## config.mk

```make
export PLATFORM = sky130hd
export DESIGN_NAME = ordered_key_byte_encoder_core
export DESIGN_NICKNAME = d
export VERILOG_FILES = /design/src/design/okbe_pkg.sv /design/src/design/okbe_front.sv /design/src/design/okbe_queue.sv /design/src/design/okbe_back.sv /design/src/design/ordered_key_byte_encoder_core.sv
export SDC_FILE = /design/constraint.sdc
export NUM_CORES = 1
export LEC_CHECK = 0
export ABC_CLOCK_PERIOD_IN_PS = 7400
export BUFFER_PORTS_ARGS = -buffer_cell sky130_fd_sc_hd__buf_2
export CORE_ASPECT_RATIO = 1.2
export CORE_MARGIN = 4
export CORE_UTILIZATION = 50
export CTS_CLUSTER_SIZE = 28
export DETAILED_ROUTE_END_ITERATION = 7
export PLACE_DENSITY = 0.67
export SLEW_MARGIN = 20
export SYNTH_ARGS = -nofsm -noshare
export SYNTH_HDL_FRONTEND = slang
export SYNTH_SLANG_ARGS = --single-unit
```

## constraint.sdc

```tcl
create_clock -name clock -period 7.4 [get_ports clock]
set_input_delay 1.11 -clock clock [delete_from_list [all_inputs] [get_ports clock]]
set_output_delay 1.11 -clock clock [all_outputs]
set_load 0.1 [all_outputs]
```

## src/design/okbe_pkg.sv

```systemverilog
// Shared types and constants of the ordered key byte encoder.
package okbe_pkg;

   typedef enum logic [1:0] {
      CMD_STR_START = 2'd0,
      CMD_STR_UNIT  = 2'd1,
      CMD_STR_END   = 2'd2,
      CMD_NUMBER    = 2'd3
   } cmd_type;

   typedef enum logic [1:0] {
      CSR_STRING_CODE = 2'd0,
      CSR_FLOAT_CODE  = 2'd1,
      CSR_DATE_CODE   = 2'd2,
      CSR_UNUSED      = 2'd3
   } csr_index_type;

   localparam logic [7:0]  STRING_CODE_RST = 8'd48;
   localparam logic [7:0]  FLOAT_CODE_RST  = 8'd16;
   localparam logic [7:0]  DATE_CODE_RST   = 8'd32;

   localparam logic [15:0] ONE_LIMIT  = 16'h007E;
   localparam logic [15:0] TWO_LIMIT  = 16'h3FFF + 16'h007F;
   localparam logic [15:0] TWO_BIAS   = 16'h007F;
   localparam logic [15:0] TWO_MARK   = 16'h8000;
   localparam logic [23:0] THREE_MARK = 24'hC00000;
   localparam int          THREE_SHIFT = 6;

   localparam logic [63:0] SIGN_BIT  = 64'h8000_0000_0000_0000;
   localparam logic [63:0] EXP_MASK  = 64'h7FF0_0000_0000_0000;
   localparam logic [63:0] FRAC_MASK = 64'h000F_FFFF_FFFF_FFFF;

   localparam int JOB_BYTES  = 9;
   localparam int JOB_W      = 8 * JOB_BYTES;
   localparam int JOB_CNT_W  = $clog2(JOB_BYTES + 1);

   localparam int QUEUE_DEPTH = 4;
   localparam int QUEUE_PTR_W = $clog2(QUEUE_DEPTH);

   typedef struct packed {
      cmd_type     cmd;
      logic [7:0]  type_offset;
      logic        is_date;
      logic [63:0] payload;
   } req_type;

   typedef struct packed {
      logic [7:0] out_byte;
      logic       last_byte;
      logic       bad_value;
   } rsp_type;

   typedef struct packed {
      logic [JOB_W-1:0]     bytes;
      logic [JOB_CNT_W-1:0] count;
      logic                 bad;
   } job_type;

endpackage

```

## src/design/okbe_front.sv

```systemverilog
// Front end: holds the type code registers and turns each command into a byte job.
module okbe_front (
   input  logic                  clock,
   input  logic                  reset,
   input  logic                  csr_we,
   input  okbe_pkg::csr_index_type csr_index,
   input  logic [7:0]            csr_wdata,
   input  okbe_pkg::req_type     req,
   output okbe_pkg::job_type     job
);

   logic [7:0] string_code_ff, float_code_ff, date_code_ff;
   logic [15:0] unit;
   logic [15:0] two_code;
   logic [23:0] three_code;
   logic [63:0] num;
   logic [7:0]  num_code;
   logic        is_nan;

   always_ff @(posedge clock) begin
      if (reset) begin
         string_code_ff <= okbe_pkg::STRING_CODE_RST;
         float_code_ff  <= okbe_pkg::FLOAT_CODE_RST;
         date_code_ff   <= okbe_pkg::DATE_CODE_RST;
      end else if (csr_we) begin
         unique case (csr_index)
            okbe_pkg::CSR_STRING_CODE: string_code_ff <= csr_wdata;
            okbe_pkg::CSR_FLOAT_CODE:  float_code_ff  <= csr_wdata;
            okbe_pkg::CSR_DATE_CODE:   date_code_ff   <= csr_wdata;
            okbe_pkg::CSR_UNUSED:      ;
         endcase
      end
   end

   assign unit       = req.payload[15:0];
   assign two_code   = unit - okbe_pkg::TWO_BIAS + okbe_pkg::TWO_MARK;
   assign three_code = ({8'd0, unit} << okbe_pkg::THREE_SHIFT) | okbe_pkg::THREE_MARK;
   assign is_nan     = ((req.payload & okbe_pkg::EXP_MASK) == okbe_pkg::EXP_MASK) &&
                       ((req.payload & okbe_pkg::FRAC_MASK) != 64'd0);
   assign num        = req.payload[63] ? (64'd0 - req.payload)
                                       : (req.payload | okbe_pkg::SIGN_BIT);
   assign num_code   = (req.is_date ? date_code_ff : float_code_ff) + req.type_offset;

   always_comb begin
      job = '0;
      unique case (req.cmd)
         okbe_pkg::CMD_STR_START: begin
            job.bytes = {string_code_ff + req.type_offset, 64'd0};
            job.count = okbe_pkg::JOB_CNT_W'(1);
         end
         okbe_pkg::CMD_STR_UNIT: begin
            priority if (unit <= okbe_pkg::ONE_LIMIT) begin
               job.bytes = {unit[7:0] + 8'd1, 64'd0};
               job.count = okbe_pkg::JOB_CNT_W'(1);
            end else if (unit <= okbe_pkg::TWO_LIMIT) begin
               job.bytes = {two_code, 56'd0};
               job.count = okbe_pkg::JOB_CNT_W'(2);
            end else begin
               job.bytes = {three_code, 48'd0};
               job.count = okbe_pkg::JOB_CNT_W'(3);
            end
         end
         okbe_pkg::CMD_STR_END: begin
            job.count = okbe_pkg::JOB_CNT_W'(1);
         end
         okbe_pkg::CMD_NUMBER: begin
            if (is_nan) begin
               job.count = okbe_pkg::JOB_CNT_W'(1);
               job.bad   = 1'b1;
            end else begin
               job.bytes = {num_code, num};
               job.count = okbe_pkg::JOB_CNT_W'(okbe_pkg::JOB_BYTES);
            end
         end
      endcase
   end

endmodule

```

## src/design/okbe_queue.sv

```systemverilog
// Job queue between the front end and the byte serializer.
module okbe_queue (
   input  logic              clock,
   input  logic              reset,
   input  logic              wr_en,
   input  okbe_pkg::job_type wr_job,
   output logic              full,
   input  logic              rd_en,
   output okbe_pkg::job_type rd_job,
   output logic              empty
);

   okbe_pkg::job_type mem_ff [okbe_pkg::QUEUE_DEPTH];
   logic [okbe_pkg::QUEUE_PTR_W-1:0] wr_ptr_ff, rd_ptr_ff;
   logic [okbe_pkg::QUEUE_PTR_W:0]   count_ff, count_in;
   logic do_wr, do_rd;

   assign full  = (count_ff == (okbe_pkg::QUEUE_PTR_W+1)'(okbe_pkg::QUEUE_DEPTH));
   assign empty = (count_ff == '0);
   assign do_wr = wr_en && !full;
   assign do_rd = rd_en && !empty;
   assign rd_job = mem_ff[rd_ptr_ff];

   always_comb begin
      count_in = count_ff;
      if (do_wr && !do_rd) count_in = count_ff + 1'b1;
      else if (do_rd && !do_wr) count_in = count_ff - 1'b1;
   end

   always_ff @(posedge clock) begin
      if (do_wr) mem_ff[wr_ptr_ff] <= wr_job;
   end

   always_ff @(posedge clock) begin
      if (reset) begin
         wr_ptr_ff <= '0;
         rd_ptr_ff <= '0;
         count_ff  <= '0;
      end else begin
         if (do_wr) wr_ptr_ff <= wr_ptr_ff + 1'b1;
         if (do_rd) rd_ptr_ff <= rd_ptr_ff + 1'b1;
         count_ff <= count_in;
      end
   end

endmodule

```

## src/design/okbe_back.sv

```systemverilog
// Back end: shifts jobs out one byte per cycle unless stalled, into out_ff.
module okbe_back (
   input  logic              clock,
   input  logic              reset,
   input  logic              job_avail,
   input  okbe_pkg::job_type job,
   output logic              job_take,
   output logic              rsp_empty,
   input  logic              rsp_pop,
   output okbe_pkg::rsp_type rsp_data
);

   logic [okbe_pkg::JOB_W-1:0]     bytes_ff, bytes_in;
   logic [okbe_pkg::JOB_CNT_W-1:0] cnt_ff, cnt_in;
   logic                           bad_ff, bad_in;
   logic                           out_valid_ff, out_valid_in;
   okbe_pkg::rsp_type              out_ff, out_in;
   logic out_free, emit;

   assign out_free = !out_valid_ff || rsp_pop;
   assign emit     = (cnt_ff != '0) && out_free;
   assign job_take = job_avail &&
                     ((cnt_ff == '0) || (emit && cnt_ff == okbe_pkg::JOB_CNT_W'(1)));

   always_comb begin
      bytes_in     = bytes_ff;
      cnt_in       = cnt_ff;
      bad_in       = bad_ff;
      out_in       = out_ff;
      out_valid_in = out_valid_ff;
      if (emit) begin
         out_in.out_byte  = bytes_ff[okbe_pkg::JOB_W-1 -: 8];
         out_in.last_byte = (cnt_ff == okbe_pkg::JOB_CNT_W'(1));
         out_in.bad_value = bad_ff;
         out_valid_in     = 1'b1;
         bytes_in         = bytes_ff << 8;
         cnt_in           = cnt_ff - 1'b1;
      end else if (out_free) begin
         out_valid_in = 1'b0;
      end
      if (job_take) begin
         bytes_in = job.bytes;
         cnt_in   = job.count;
         bad_in   = job.bad;
      end
   end

   always_ff @(posedge clock) begin
      bytes_ff <= bytes_in;
      bad_ff   <= bad_in;
      out_ff   <= out_in;
   end

   always_ff @(posedge clock) begin
      if (reset) begin
         cnt_ff       <= '0;
         out_valid_ff <= 1'b0;
      end else begin
         cnt_ff       <= cnt_in;
         out_valid_ff <= out_valid_in;
      end
   end

   assign rsp_empty = !out_valid_ff;
   assign rsp_data  = out_ff;

endmodule

```

## src/design/ordered_key_byte_encoder_core.sv

```systemverilog
// Top level of the ordered key byte encoder.
//
//   channel   direction   handshake            payload
//   req       in          req_push / req_full  req_data  (okbe_pkg::req_type)
//   rsp       out         rsp_pop / rsp_empty  rsp_data  (okbe_pkg::rsp_type)
//   csr       in          csr_we               csr_index, csr_wdata
//
// A transaction is classified in the cycle it is accepted and waits in a
// four-entry job queue. The serializer sends one byte per cycle unless stalled:
// string units take 1 to 3 bytes, numbers 9 (a rejected NaN 1), other commands
// 1. The result byte is registered. Synchronous reset empties the queue and
// restores the type codes. Full and empty stall each side independently.
module ordered_key_byte_encoder_core (
   input  logic              clock,
   input  logic              reset,
   input  logic              req_push,
   output logic              req_full,
   input  okbe_pkg::req_type req_data,
   output logic              rsp_empty,
   input  logic              rsp_pop,
   output okbe_pkg::rsp_type rsp_data,
   input  logic              csr_we,
   input  logic [1:0]        csr_index,
   input  logic [7:0]        csr_wdata
);

   okbe_pkg::job_type front_job, queue_job;
   logic queue_empty, job_take;

   okbe_front u_front (
      .clock     (clock),
      .reset     (reset),
      .csr_we    (csr_we),
      .csr_index (okbe_pkg::csr_index_type'(csr_index)),
      .csr_wdata (csr_wdata),
      .req       (req_data),
      .job       (front_job)
   );

   okbe_queue u_queue (
      .clock  (clock),
      .reset  (reset),
      .wr_en  (req_push),
      .wr_job (front_job),
      .full   (req_full),
      .rd_en  (job_take),
      .rd_job (queue_job),
      .empty  (queue_empty)
   );

   okbe_back u_back (
      .clock     (clock),
      .reset     (reset),
      .job_avail (!queue_empty),
      .job       (queue_job),
      .job_take  (job_take),
      .rsp_empty (rsp_empty),
      .rsp_pop   (rsp_pop),
      .rsp_data  (rsp_data)
   );

endmodule

```

# Word level (Yosys, flattened, before mapping)
# Memory sizes are Yosys's and may differ from the RTL's. A register that Yosys moved wholly into a read port is not among the register bits.
# Cells that the tools add are included.
dict set report word_totals {
  ff_bits 119
  ram_bits 308
  n_memories 1
}
# memory depth word_bits rd rd_ports_with_merged_regs write_ports line
set memory_table {}
lappend memory_table {u_queue.mem_ff 4 77 1 1 1 okbe_queue.sv:13} ;# okbe_pkg::job_type mem_ff [okbe_pkg::QUEUE_DEPTH];
dict set report classes {
  add_sub_neg 11
  n_lt_le_gt_ge 2
  n_eq_ne 8
  muxes 22
  n_reduce_logical 28
}
# operator count
set ops {}
lappend ops {{$mux W72} 3}
lappend ops {{$pmux W72 S3} 1}
lappend ops {{$mux W76} 2}
lappend ops {{$mux W64} 1}
lappend ops {{$reduce_bool A64 Y1} 1}
lappend ops {{$sub A1 B64 Y64 const A} 1}
lappend ops {{$add A16 B16 Y16 const B} 1}
lappend ops {{$add A8 B8 Y8} 2}
lappend ops {{$le A16 B15 Y1 const B} 1}
lappend ops {{$le A16 B7 Y1 const B} 1}
lappend ops {{$sub A16 B7 Y16 const B} 1}
lappend ops {{$mux W4} 3}
lappend ops {{$pmux W4 S3} 1}
lappend ops {{$eq A11 B11 Y1 const B} 1}
lappend ops {{$add A8 B1 Y8 const B} 1}
lappend ops {{$logic_and A1 B1 Y1} 8}
lappend ops {{$mux W8} 1}
lappend ops {{$eq A2 B2 Y1 const B} 3}
lappend ops {{$mux W1} 6}
lappend ops {{$mux W3} 2}
lappend ops {{$reduce_and A2 Y1} 3}
lappend ops {{$reduce_bool A2 Y1} 3}
lappend ops {{$logic_not A1 Y1} 5}
lappend ops {{$add A2 B1 Y2 const B} 2}
lappend ops {{other kinds (13)} 17}

# Logic depth before layout (Yosys ltp)
# Gate-level depths: netlist of the first run.
dict set report depth {
  ltp_word 10
  ltp_mapped 12
}

# Cells and area by module
# From an unflattened synthesis of the first run, not the netlist that was laid out.
dict set report hier_totals {
  cells_unflattened 1358
  area_unflattened_um2 19492.4
}
# mod n_inst cells_per_inst area_each_um2
set by_module_without_submodules {}
lappend by_module_without_submodules {okbe_queue 1 451 11592.4}
lappend by_module_without_submodules {okbe_front 1 567 4181.5}
lappend by_module_without_submodules {okbe_back 1 339 3714.8}
lappend by_module_without_submodules {ordered_key_byte_encoder_core 1 1 3.8}

# Least setup slack after synthesis of the first run
# OpenSTA, ideal clock, no wires.
dict set report synth_path {
  kind {register -> register}
  start {reg u_queue.count_ff[0] (netlist bit)}
  end {mem u_queue.mem_ff[0][0] (netlist bit) (enable)}
  arrival_time_ps 3926
  t_required_ps 6802
  slack_ps 2877
  stages_incl_launch_ff 5
  n_path_buf 1
  synth_period_minus_slack_ps 4523
  path_cell_list {dfxtp_1 nor3b_1 nor2b_1 clkbuf_1 and2_1}
}
dict set report synth_via {
  elab_chain_cells 5
}
# item line
set synth_lines {}
lappend synth_lines {{start: declaration} okbe_queue.sv:15} ;# logic [okbe_pkg::QUEUE_PTR_W:0] count_ff, count_in;
lappend synth_lines {{start signal: assignment} okbe_queue.sv:42} ;# count_ff <= count_in;
lappend synth_lines {{$eq A3 B3 Y1} okbe_queue.sv:18} ;# assign full = (count_ff == (okbe_pkg::QUEUE_PTR_W+1)'(okbe_pkg::QUEUE_DEPTH));
lappend synth_lines {{via req_full} ordered_key_byte_encoder_core.sv:17} ;# output logic req_full,
lappend synth_lines {{$logic_not A1 Y1} okbe_queue.sv:20} ;# assign do_wr = wr_en && !full;
lappend synth_lines {{$logic_and A1 B1 Y1} okbe_queue.sv:20}
lappend synth_lines {{via u_queue.do_wr} okbe_queue.sv:16} ;# logic do_wr, do_rd;
lappend synth_lines {{$mux W1} okbe_queue.sv:31} ;# if (do_wr) mem_ff[wr_ptr_ff] <= wr_job;
lappend synth_lines {{$mux W1 (not written as such)} okbe_queue.sv:31}
lappend synth_lines {{end: declaration} okbe_queue.sv:13}
# The timed path passes the listed nets, and every way through them passes these cells.

==> metrics.md, run 1 <==
| Metric | Value |
|---|---|
| Die span in y | `approximately 220 um` |
| Worst hold margin | `roughly 0.42 ns` |
| CP endpoint kind | `register` |
| Setup Skew | `roughly 0.014 ns` |
| Hold Path Class | `reg2reg` |
| Avg WL per Cell | `roughly 23 um` |
| CP arrival | `approximately 4.7 ns` |
| Initial antenna violation count | `4` |
| Pleak | `around 7.7 nW` |
| Power density cells | `349 mW/mm^2` |
| Top cell family by delay on the critical path | `simple AND/OR/NAND/NOR gates` |
| Die X | `around 190 um` |
| Mapped Area | `approximately 0.019 mm^2` |
| CTS Buffer Depth | `3` |
| #FFs+latches synth | `approximately 430` |
| Clock slew at reported path FFs | `around 0.06 ns` |
| Async S/R FF share, synth | `0%` |
| CTS Hold Bufs | `0` |
| Sequential area share after synthesis | `65.1%` |
| Via count | `about 11000` |
| Synth Flop Type | `edfxtp_1` |
| Slowest cell delay on critical path | `0.71 ns` |
| Hold Vio Cnt, Final | `0` |
| Final Net Count | `between 1500 and 2000` |
| Reg2reg end | `u_back.bytes_ff[24]` |
| Clk sink count | `about 430` |
| Post-synth top area share | `between 60% and 70%` |
| Layout cells sized above 1 | `about a fifth` |
| Flop2flop setup slack | `roughly 4.6 ns` |
| Data required time at the worst endpoint | `between 7 and 8 ns` |
| RSZ-0062 raised after global routing | `false` |
| Maximum operating frequency | `229 MHz` |
| Clk Latency, worst-skew pair | `about 0.54 ns` |
| Top post-synthesis cells by count | `edfxtp_1 (387), nand2_1 (218), nor2_1 (103)` |
| Post-route ant nets | `0` |
| Hold Path Sink | `u_back.rsp_data[7]` |
| Syn_nets | `approximately 1400` |
| Initial core utilization | `around half` |
| Hold path cells | `0` |
| DR iter-0 viols | `around 970` |
| Peak supply drop | `approximately 0.2 mV` |
| Slew headroom | `roughly 38%` |
| Crit-path slowest cell | `nor4_1` |
| Die area | `approximately 0.041 mm^2` |
| CP max FO | `between 60 and 70` |
| Synth area leader | `edfxtp_1` |
| Worst-Margin Slew | `0.934 ns` |
| Port Buf Inserts | `approximately 100` |
| Largest net degree at the start of global routing | `72` |
| Synth Area per Inst | `~14 um^2` |
| Grt ovf | `0` |
| Number of global-route vias before repair | `11525` |
| Dpl hpwl | `27600 um` |
| Depth of the CTS H-tree | `2` |
| Final Core Density | `between 50% and 60%` |
| Routability-driven placement congestion ratio | `between 0.9 and 1` |
| Max-slew violations | `0` |
| Synth top area cells | `edfxtp_1 (61%), mux4_2 (9.0%), nand2_1 (4.3%)` |
| Residual DRC | `0` |
| CTS Buf Count | `43` |
| Reg-to-reg startpoint | `u_back.cnt_ff[0]` |
| Max-Cap Viols | `0` |
| Syn-to-layout area delta | `12.4%` |
| TritonCTS clock tree | `built` |
| Filler cells | `slightly above 3000` |
| First-pass GRT wire length | `~67000 um` |
| Count of different cell masters after synthesis | `69` |
| Setup CP Type | `in2reg` |
| Hold Startpoint | `u_back.bytes_ff[69]` |
| Cell with the most instances after synthesis | `edfxtp_1` |
| DR pass1 iterations | `5` |
| Post-synth EDFFs | `~390` |
| Vias per cell | `~6` |
| Crit start category | `primary input` |
| Final setup viols | `0` |
| Cells after Synth | `~1300` |
| Core outline area | `about 0.038 mm^2` |
| FP Rows | `between 70 and 80` |
| Post-CTS sizing | `0` |
| Clk Tree Root Cell | `clkbuf_16` |
| Total GRT Usage | `about a fifth` |
| Cell Chain, Critical Path | `buf_2, inv_1, ha_1, or4b_2, nor4_1, nand2_1, o21ai_2, nand3_2, buf_4, o22ai_1` |
| Worst path bufs/invs | `3` |
| Warnings, synthesis | `0` |
| Post-CTS Repair Setup Buffers | `0` |
| R2R depth | `8` |
| Ports | `102` |
| Status | `completed` |
| Setup TNS Final | `0 ns` |
| Final Cycle Share | `58.9%` |
| Minimum clock period | `4.36 ns` |
| Final wirelength | `43800 um` |
[report_power, final]
| part | internal (mW) | total, mW | switching (mW) |
|---|---|---|---|
| combinational | 0.566 | 1.85 | 1.28 |
| sequential | 3.28 | 3.45 | 0.168 |
| clock | 1.29 | 2.17 | 0.878 |
| total | 5.13 | 7.46 | 2.33 |
[stage by stage]
stage / area, um^2 / instances / setup WS [ns] / total power [mW]
CTS: 21400 / 1920 / 3.19 / 7.53
floorplan: 19000 / 1321 / 2.88 / 4.78
global route: 21400 / 1920 / 2.89 / 7.81
detailed placement: 20000 / 1842 / 2.63 / 5.36
global placement: 20000 / 1842 / 2.77 / 5.33
finish: 21400 / 1924 / 3.04 / 7.46
[how the worst max path moves through the flow]
stage	from	cells after the start	slack [ns]	endpoint
finish	req_data[0]	10	3.04	u_queue.mem_ff[0][65]
global route	req_data[0]	10	2.89	u_queue.mem_ff[2][66]
CTS	req_data[0]	10	3.19	u_queue.mem_ff[1][66]
detailed placement	req_data[0]	10	2.63	u_queue.mem_ff[0][66]
global placement	req_data[0]	10	2.77	u_queue.mem_ff[0][66]
floorplan	u_queue.count_ff[0]	4	2.88	u_queue.mem_ff[0][0]
[layout make-up]
type                            count  area (um^2)  area share [%]
Clock inverter                     21          201           0.942
Tap cell                          480          601            2.81
Timing Repair Buffer              117          626            2.93
Sequential cell                   425        12400            57.9
Clock buffer                       57         1210            5.66
Inverter                           24         90.1           0.421
Multi-Input combinational cell    796         6250            29.2
Antenna cell                        4         10.0          0.0468
[metal layers]
| layer | global-route usage [%] | vias to the layer above | part of all wire (%) |
|---|---|---|---|
| met5 | 0 | - | 0.12 |
| met4 | 6.07 | 6 | 2.6 |
| met3 | 3.79 | 91 | 6.3 |
| met2 | 34.7 | 360 | 49 |
| met1 | 29.3 | 5662 | 42 |
| li1 | - | 5134 | - |
[layout by cell type (no fill, tap or decap), drive strengths merged, types with 5 or more instances in the layout]
| cell type | Yosys | layout |
|---|---|---|
| edfxtp | 387 | 387 |
| nand2 | 220 | 220 |
| buf | 25 | 117 |
| nor2 | 103 | 103 |
| mux4 | 76 | 76 |
| xor2 | 70 | 70 |
| clkbuf | 51 | 57 |
| dfxtp | 38 | 38 |
| mux2i | 31 | 31 |
| o21ai | 31 | 31 |
| ha | 24 | 24 |
| inv | 24 | 24 |
| o31ai | 23 | 23 |
| xnor2 | 21 | 21 |
| and2 | 16 | 16 |
| o41ai | 16 | 16 |
| nand3 | 15 | 15 |
| clkinv | 0 | 14 |
| or3 | 13 | 13 |
| a21oi | 12 | 12 |
| nor3 | 10 | 10 |
| nor4 | 10 | 10 |
| o22ai | 9 | 9 |
| nor2b | 8 | 8 |
| nand4 | 7 | 7 |
| or4 | 7 | 7 |
| mux2 | 6 | 6 |
| a31oi | 6 | 6 |
| and3 | 5 | 5 |
| a211o | 5 | 5 |
[logic make-up after synthesis]
kind of cell    synth area share [%]
mux                             11.0
xor+xnor                        4.19
flops                           65.1
simple gates                    10.3
compound gates                  5.33
fa+ha+maj                       1.89
buf+inv                         2.20
[state kept, by name, indices dropped and copies added, names as in the netlist, 3 cells and up, named ones only]
| name | flops |
|---|---|
| u_back.bytes_ff | 72 |
| u_queue.count_ff | 3 |
| u_back.cnt_ff | 4 |
| u_queue.mem_ff | 304 |
| u_front.float_code_ff | 8 |
| u_back.rsp_data | 10 |
| u_front.date_code_ff | 8 |
| u_front.string_code_ff | 8 |
No activity file was read; power rests on OpenSTA's default activity.
==> inputs of run 2 (changes only) <==
- ABC_CLOCK_PERIOD_IN_PS: 7400 -> 3800
- PLACE_DENSITY: 0.67 -> 0.7
- clock period: 7.4 -> 3.8 ns (I/O delays scaled with it)
==> run 2 against run 1 <==
Flip-flop and latch count stayed put. Die area did not move. Cell count up 0.36%. Largest cell class unchanged. First-iteration DRC count is 13% higher. Highest routed layer unchanged. Critical endpoint is now u_queue.mem_ff[0][73]. Design area grew 0.55%. Total power rose by 93%.
==> metrics.md, run 2 (synthesis gave the netlist of run 1 again) <==
| Metric | Value |
|---|---|
| CP endpoint kind | `register (unchanged)` |
| Crit start category | `primary input (unchanged)` |
| Pleak | `7.79 nW (was 7.72 nW)` |
| Via count | `11353 (was 11253)` |
| Hold Path Class | `in2reg (was reg2reg)` |
| CTS Buf Count | `43 (unchanged)` |
| Filler cells | `2969 (was 3033)` |
| RSZ-0062 raised after global routing | `false (unchanged)` |
| CTS Buffer Depth | `3 (unchanged)` |
| Post-route cell area | `0.0215 mm^2 (was 0.0214 mm^2)` |
| Vias per cell | `5.88 (was 5.85)` |
| Routability-driven placement congestion ratio | `0.913 (was 0.920)` |
| CP max FO | `8 (was 63)` |
| Int Pwr | `9.89 mW (was 5.13 mW)` |
| Place WS | `0.223 ns (was 2.63 ns)` |
| Dpl hpwl | `28500 um (was 27600 um)` |
| Number of global-route vias before repair | `11585 (was 11525)` |
| Port Buf Inserts | `101 (unchanged)` |
| Die area | `0.0413 mm^2 (unchanged)` |
| Comb pwr share | `25.4% (was 24.7%)` |
| Grt ovf | `0 (unchanged)` |
| Commonest non-fill, non-tap cell in the layout | `edfxtp_1 (unchanged)` |
| Most frequent cells in the layout | `edfxtp_1 (387), nand2_1 (218), nor2_1 (103), buf_2 (101), mux4_2 (76) (unchanged)` |
| Worst-Margin Slew | `1.06 ns (was 0.934 ns)` |
| Final Cycle Share | `between 80 and 90%` |
| Die X | `186 um (unchanged)` |
| Peak supply drop | `0.598 mV (was 0.198 mV)` |
| Final setup viols | `0 (unchanged)` |
| Switching pwr | `4.52 mW (was 2.33 mW)` |
| Slew headroom | `29.6% (was 37.7%)` |
| Sequential power share | `46.7% (was 46.2%)` |
| Hold Vio Cnt, Final | `0 (unchanged)` |
| DR pass1 iterations | `5 (unchanged)` |
| Dpl cell area | `0.0202 mm^2 (was 0.0200 mm^2)` |
| Post-CTS Repair Setup Buffers | `0 (unchanged)` |
| Switching Fraction | `31.3% (was 31.2%)` |
| Syn-to-layout area delta | `13.0% (was 12.4%)` |
| Clock network fraction of total power | `27.9% (was 29.0%)` |
| Layout cells sized above 1 | `21.3% (was 20.6%)` |
| Initial core utilization | `50.5% (unchanged)` |
| Maximum operating frequency | `approximately 330 MHz` |
| Clk sink count | `425 (unchanged)` |
| Number of flip-flops in the largest register | `304 (unchanged)` |
| Setup ws final | `0.730 ns (was 3.04 ns)` |
| FP Rows | `78 (unchanged)` |
| Total GRT Usage | `21.4% (was 21.2%)` |
| Status | `completed (unchanged)` |
| Ports | `102 (unchanged)` |
| Tot Pwr | `14.4 mW (was 7.46 mW)` |
| Largest net degree at the start of global routing | `79 (was 72)` |
| Die span in y | `222 um (unchanged)` |
| Initial antenna violation count | `2 (was 4)` |
| Worst hold margin | `0.254 ns (was 0.420 ns)` |
| Residual DRC | `0 (unchanged)` |
| DR iter-0 viols | `1099 (was 974)` |
| Max-slew violations | `0 (unchanged)` |
| Avg WL per Cell | `22.7 um (was 22.8 um)` |
| First-pass GRT wire length | `67800 um (was 66800 um)` |
| Final Net Count | `1541 (was 1524)` |
| CP arrival | `3.48 ns (was 4.68 ns)` |
| Core outline area | `0.0377 mm^2 (unchanged)` |
| Setup TNS Final | `0 ns (unchanged)` |
| TritonCTS clock tree | `built (unchanged)` |
| Post-route ant nets | `0 (unchanged)` |
| Clock slew at reported path FFs | `0.06 ns (about the same)` |
| Depth of the CTS H-tree | `2 (unchanged)` |
| Setup Skew | `0.0143 ns (was 0.0141 ns)` |
| CTS Hold Bufs | `0 (unchanged)` |
| Post-CTS sizing | `0 (unchanged)` |
| Placed cell count | `1859 (was 1842)` |
| Clk Latency, worst-skew pair | `0.54 ns (about the same)` |
| Largest register by flop count | `u_queue.mem_ff (unchanged)` |
| Power density cells | `670 mW/mm^2 (was 349 mW/mm^2)` |
| Final wirelength | `43900 um (was 43800 um)` |
| Setup CP Type | `in2reg (unchanged)` |
| Clk Tree Root Cell | `clkbuf_16 (unchanged)` |
| Final Core Density | `57.1% (was 56.8%)` |
| Final cell count without fillers | `1931 (was 1924)` |
| Minimum clock period | `3.07 ns` |
| Max-Cap Viols | `0 (unchanged)` |
| Data required time at the worst endpoint | `4.21 ns (was 7.72 ns)` |
==> run 2: path summary, 6_finish.rpt <==
path	slack [ns]	cells after the start	start	endpoint
min	0.25	2	csr_wdata[4]	u_front.string_code_ff[4]
max	0.73	11	req_data[0]	u_queue.mem_ff[0][73]
max reg2reg	1.23	9	u_front.date_code_ff[1]	u_queue.mem_ff[0][76]
min reg2reg	0.42	0	u_back.bytes_ff[64]	u_back.rsp_data[2]
==> run 2: layout make-up <==
type                       count  area [um^2]  area share, %
clock buffer                  48         1140           5.29
sequential                   425        12400           57.6
multi-input combinational    796         6260           29.1
tap                          480          601           2.79
timing repair buffer         134          828           3.85
clock inverter                23          193          0.896
antenna                        1         2.50         0.0116
inverter                      24         90.1          0.419
==> run 2: layer usage <==
metal	vias to the layer above	routed length, um	track usage (%)
li1	5156	-	-
met1	5708	18200	29.7
met2	404	21500	35.2
met3	81	2940	3.86
met4	4	1190	6.07
met5	-	31	0
==> run 2: power by group through the flow <==
stage                     sequential, mW  clock [mW]  combinational [mW]
final                               6.72        4.03                3.66
after global routing                6.80        4.29                3.98
after CTS                           6.73        4.10                3.70
after detailed placement            6.82           0                3.69
after global placement              6.79           0                3.64
after floorplan                     7.09           0                2.21
==> run 2: critical path, stage by stage <==
cell and delay, ns:
buf_2 0.11, inv_1 0.18, ha_1 0.21, or4b_2 0.58, nor4_1 0.30, buf_4 0.19, nand2_1 0.09, o21ai_2 0.24
nand3_2 0.25, o31ai_1 0.52, buf_4 0.22
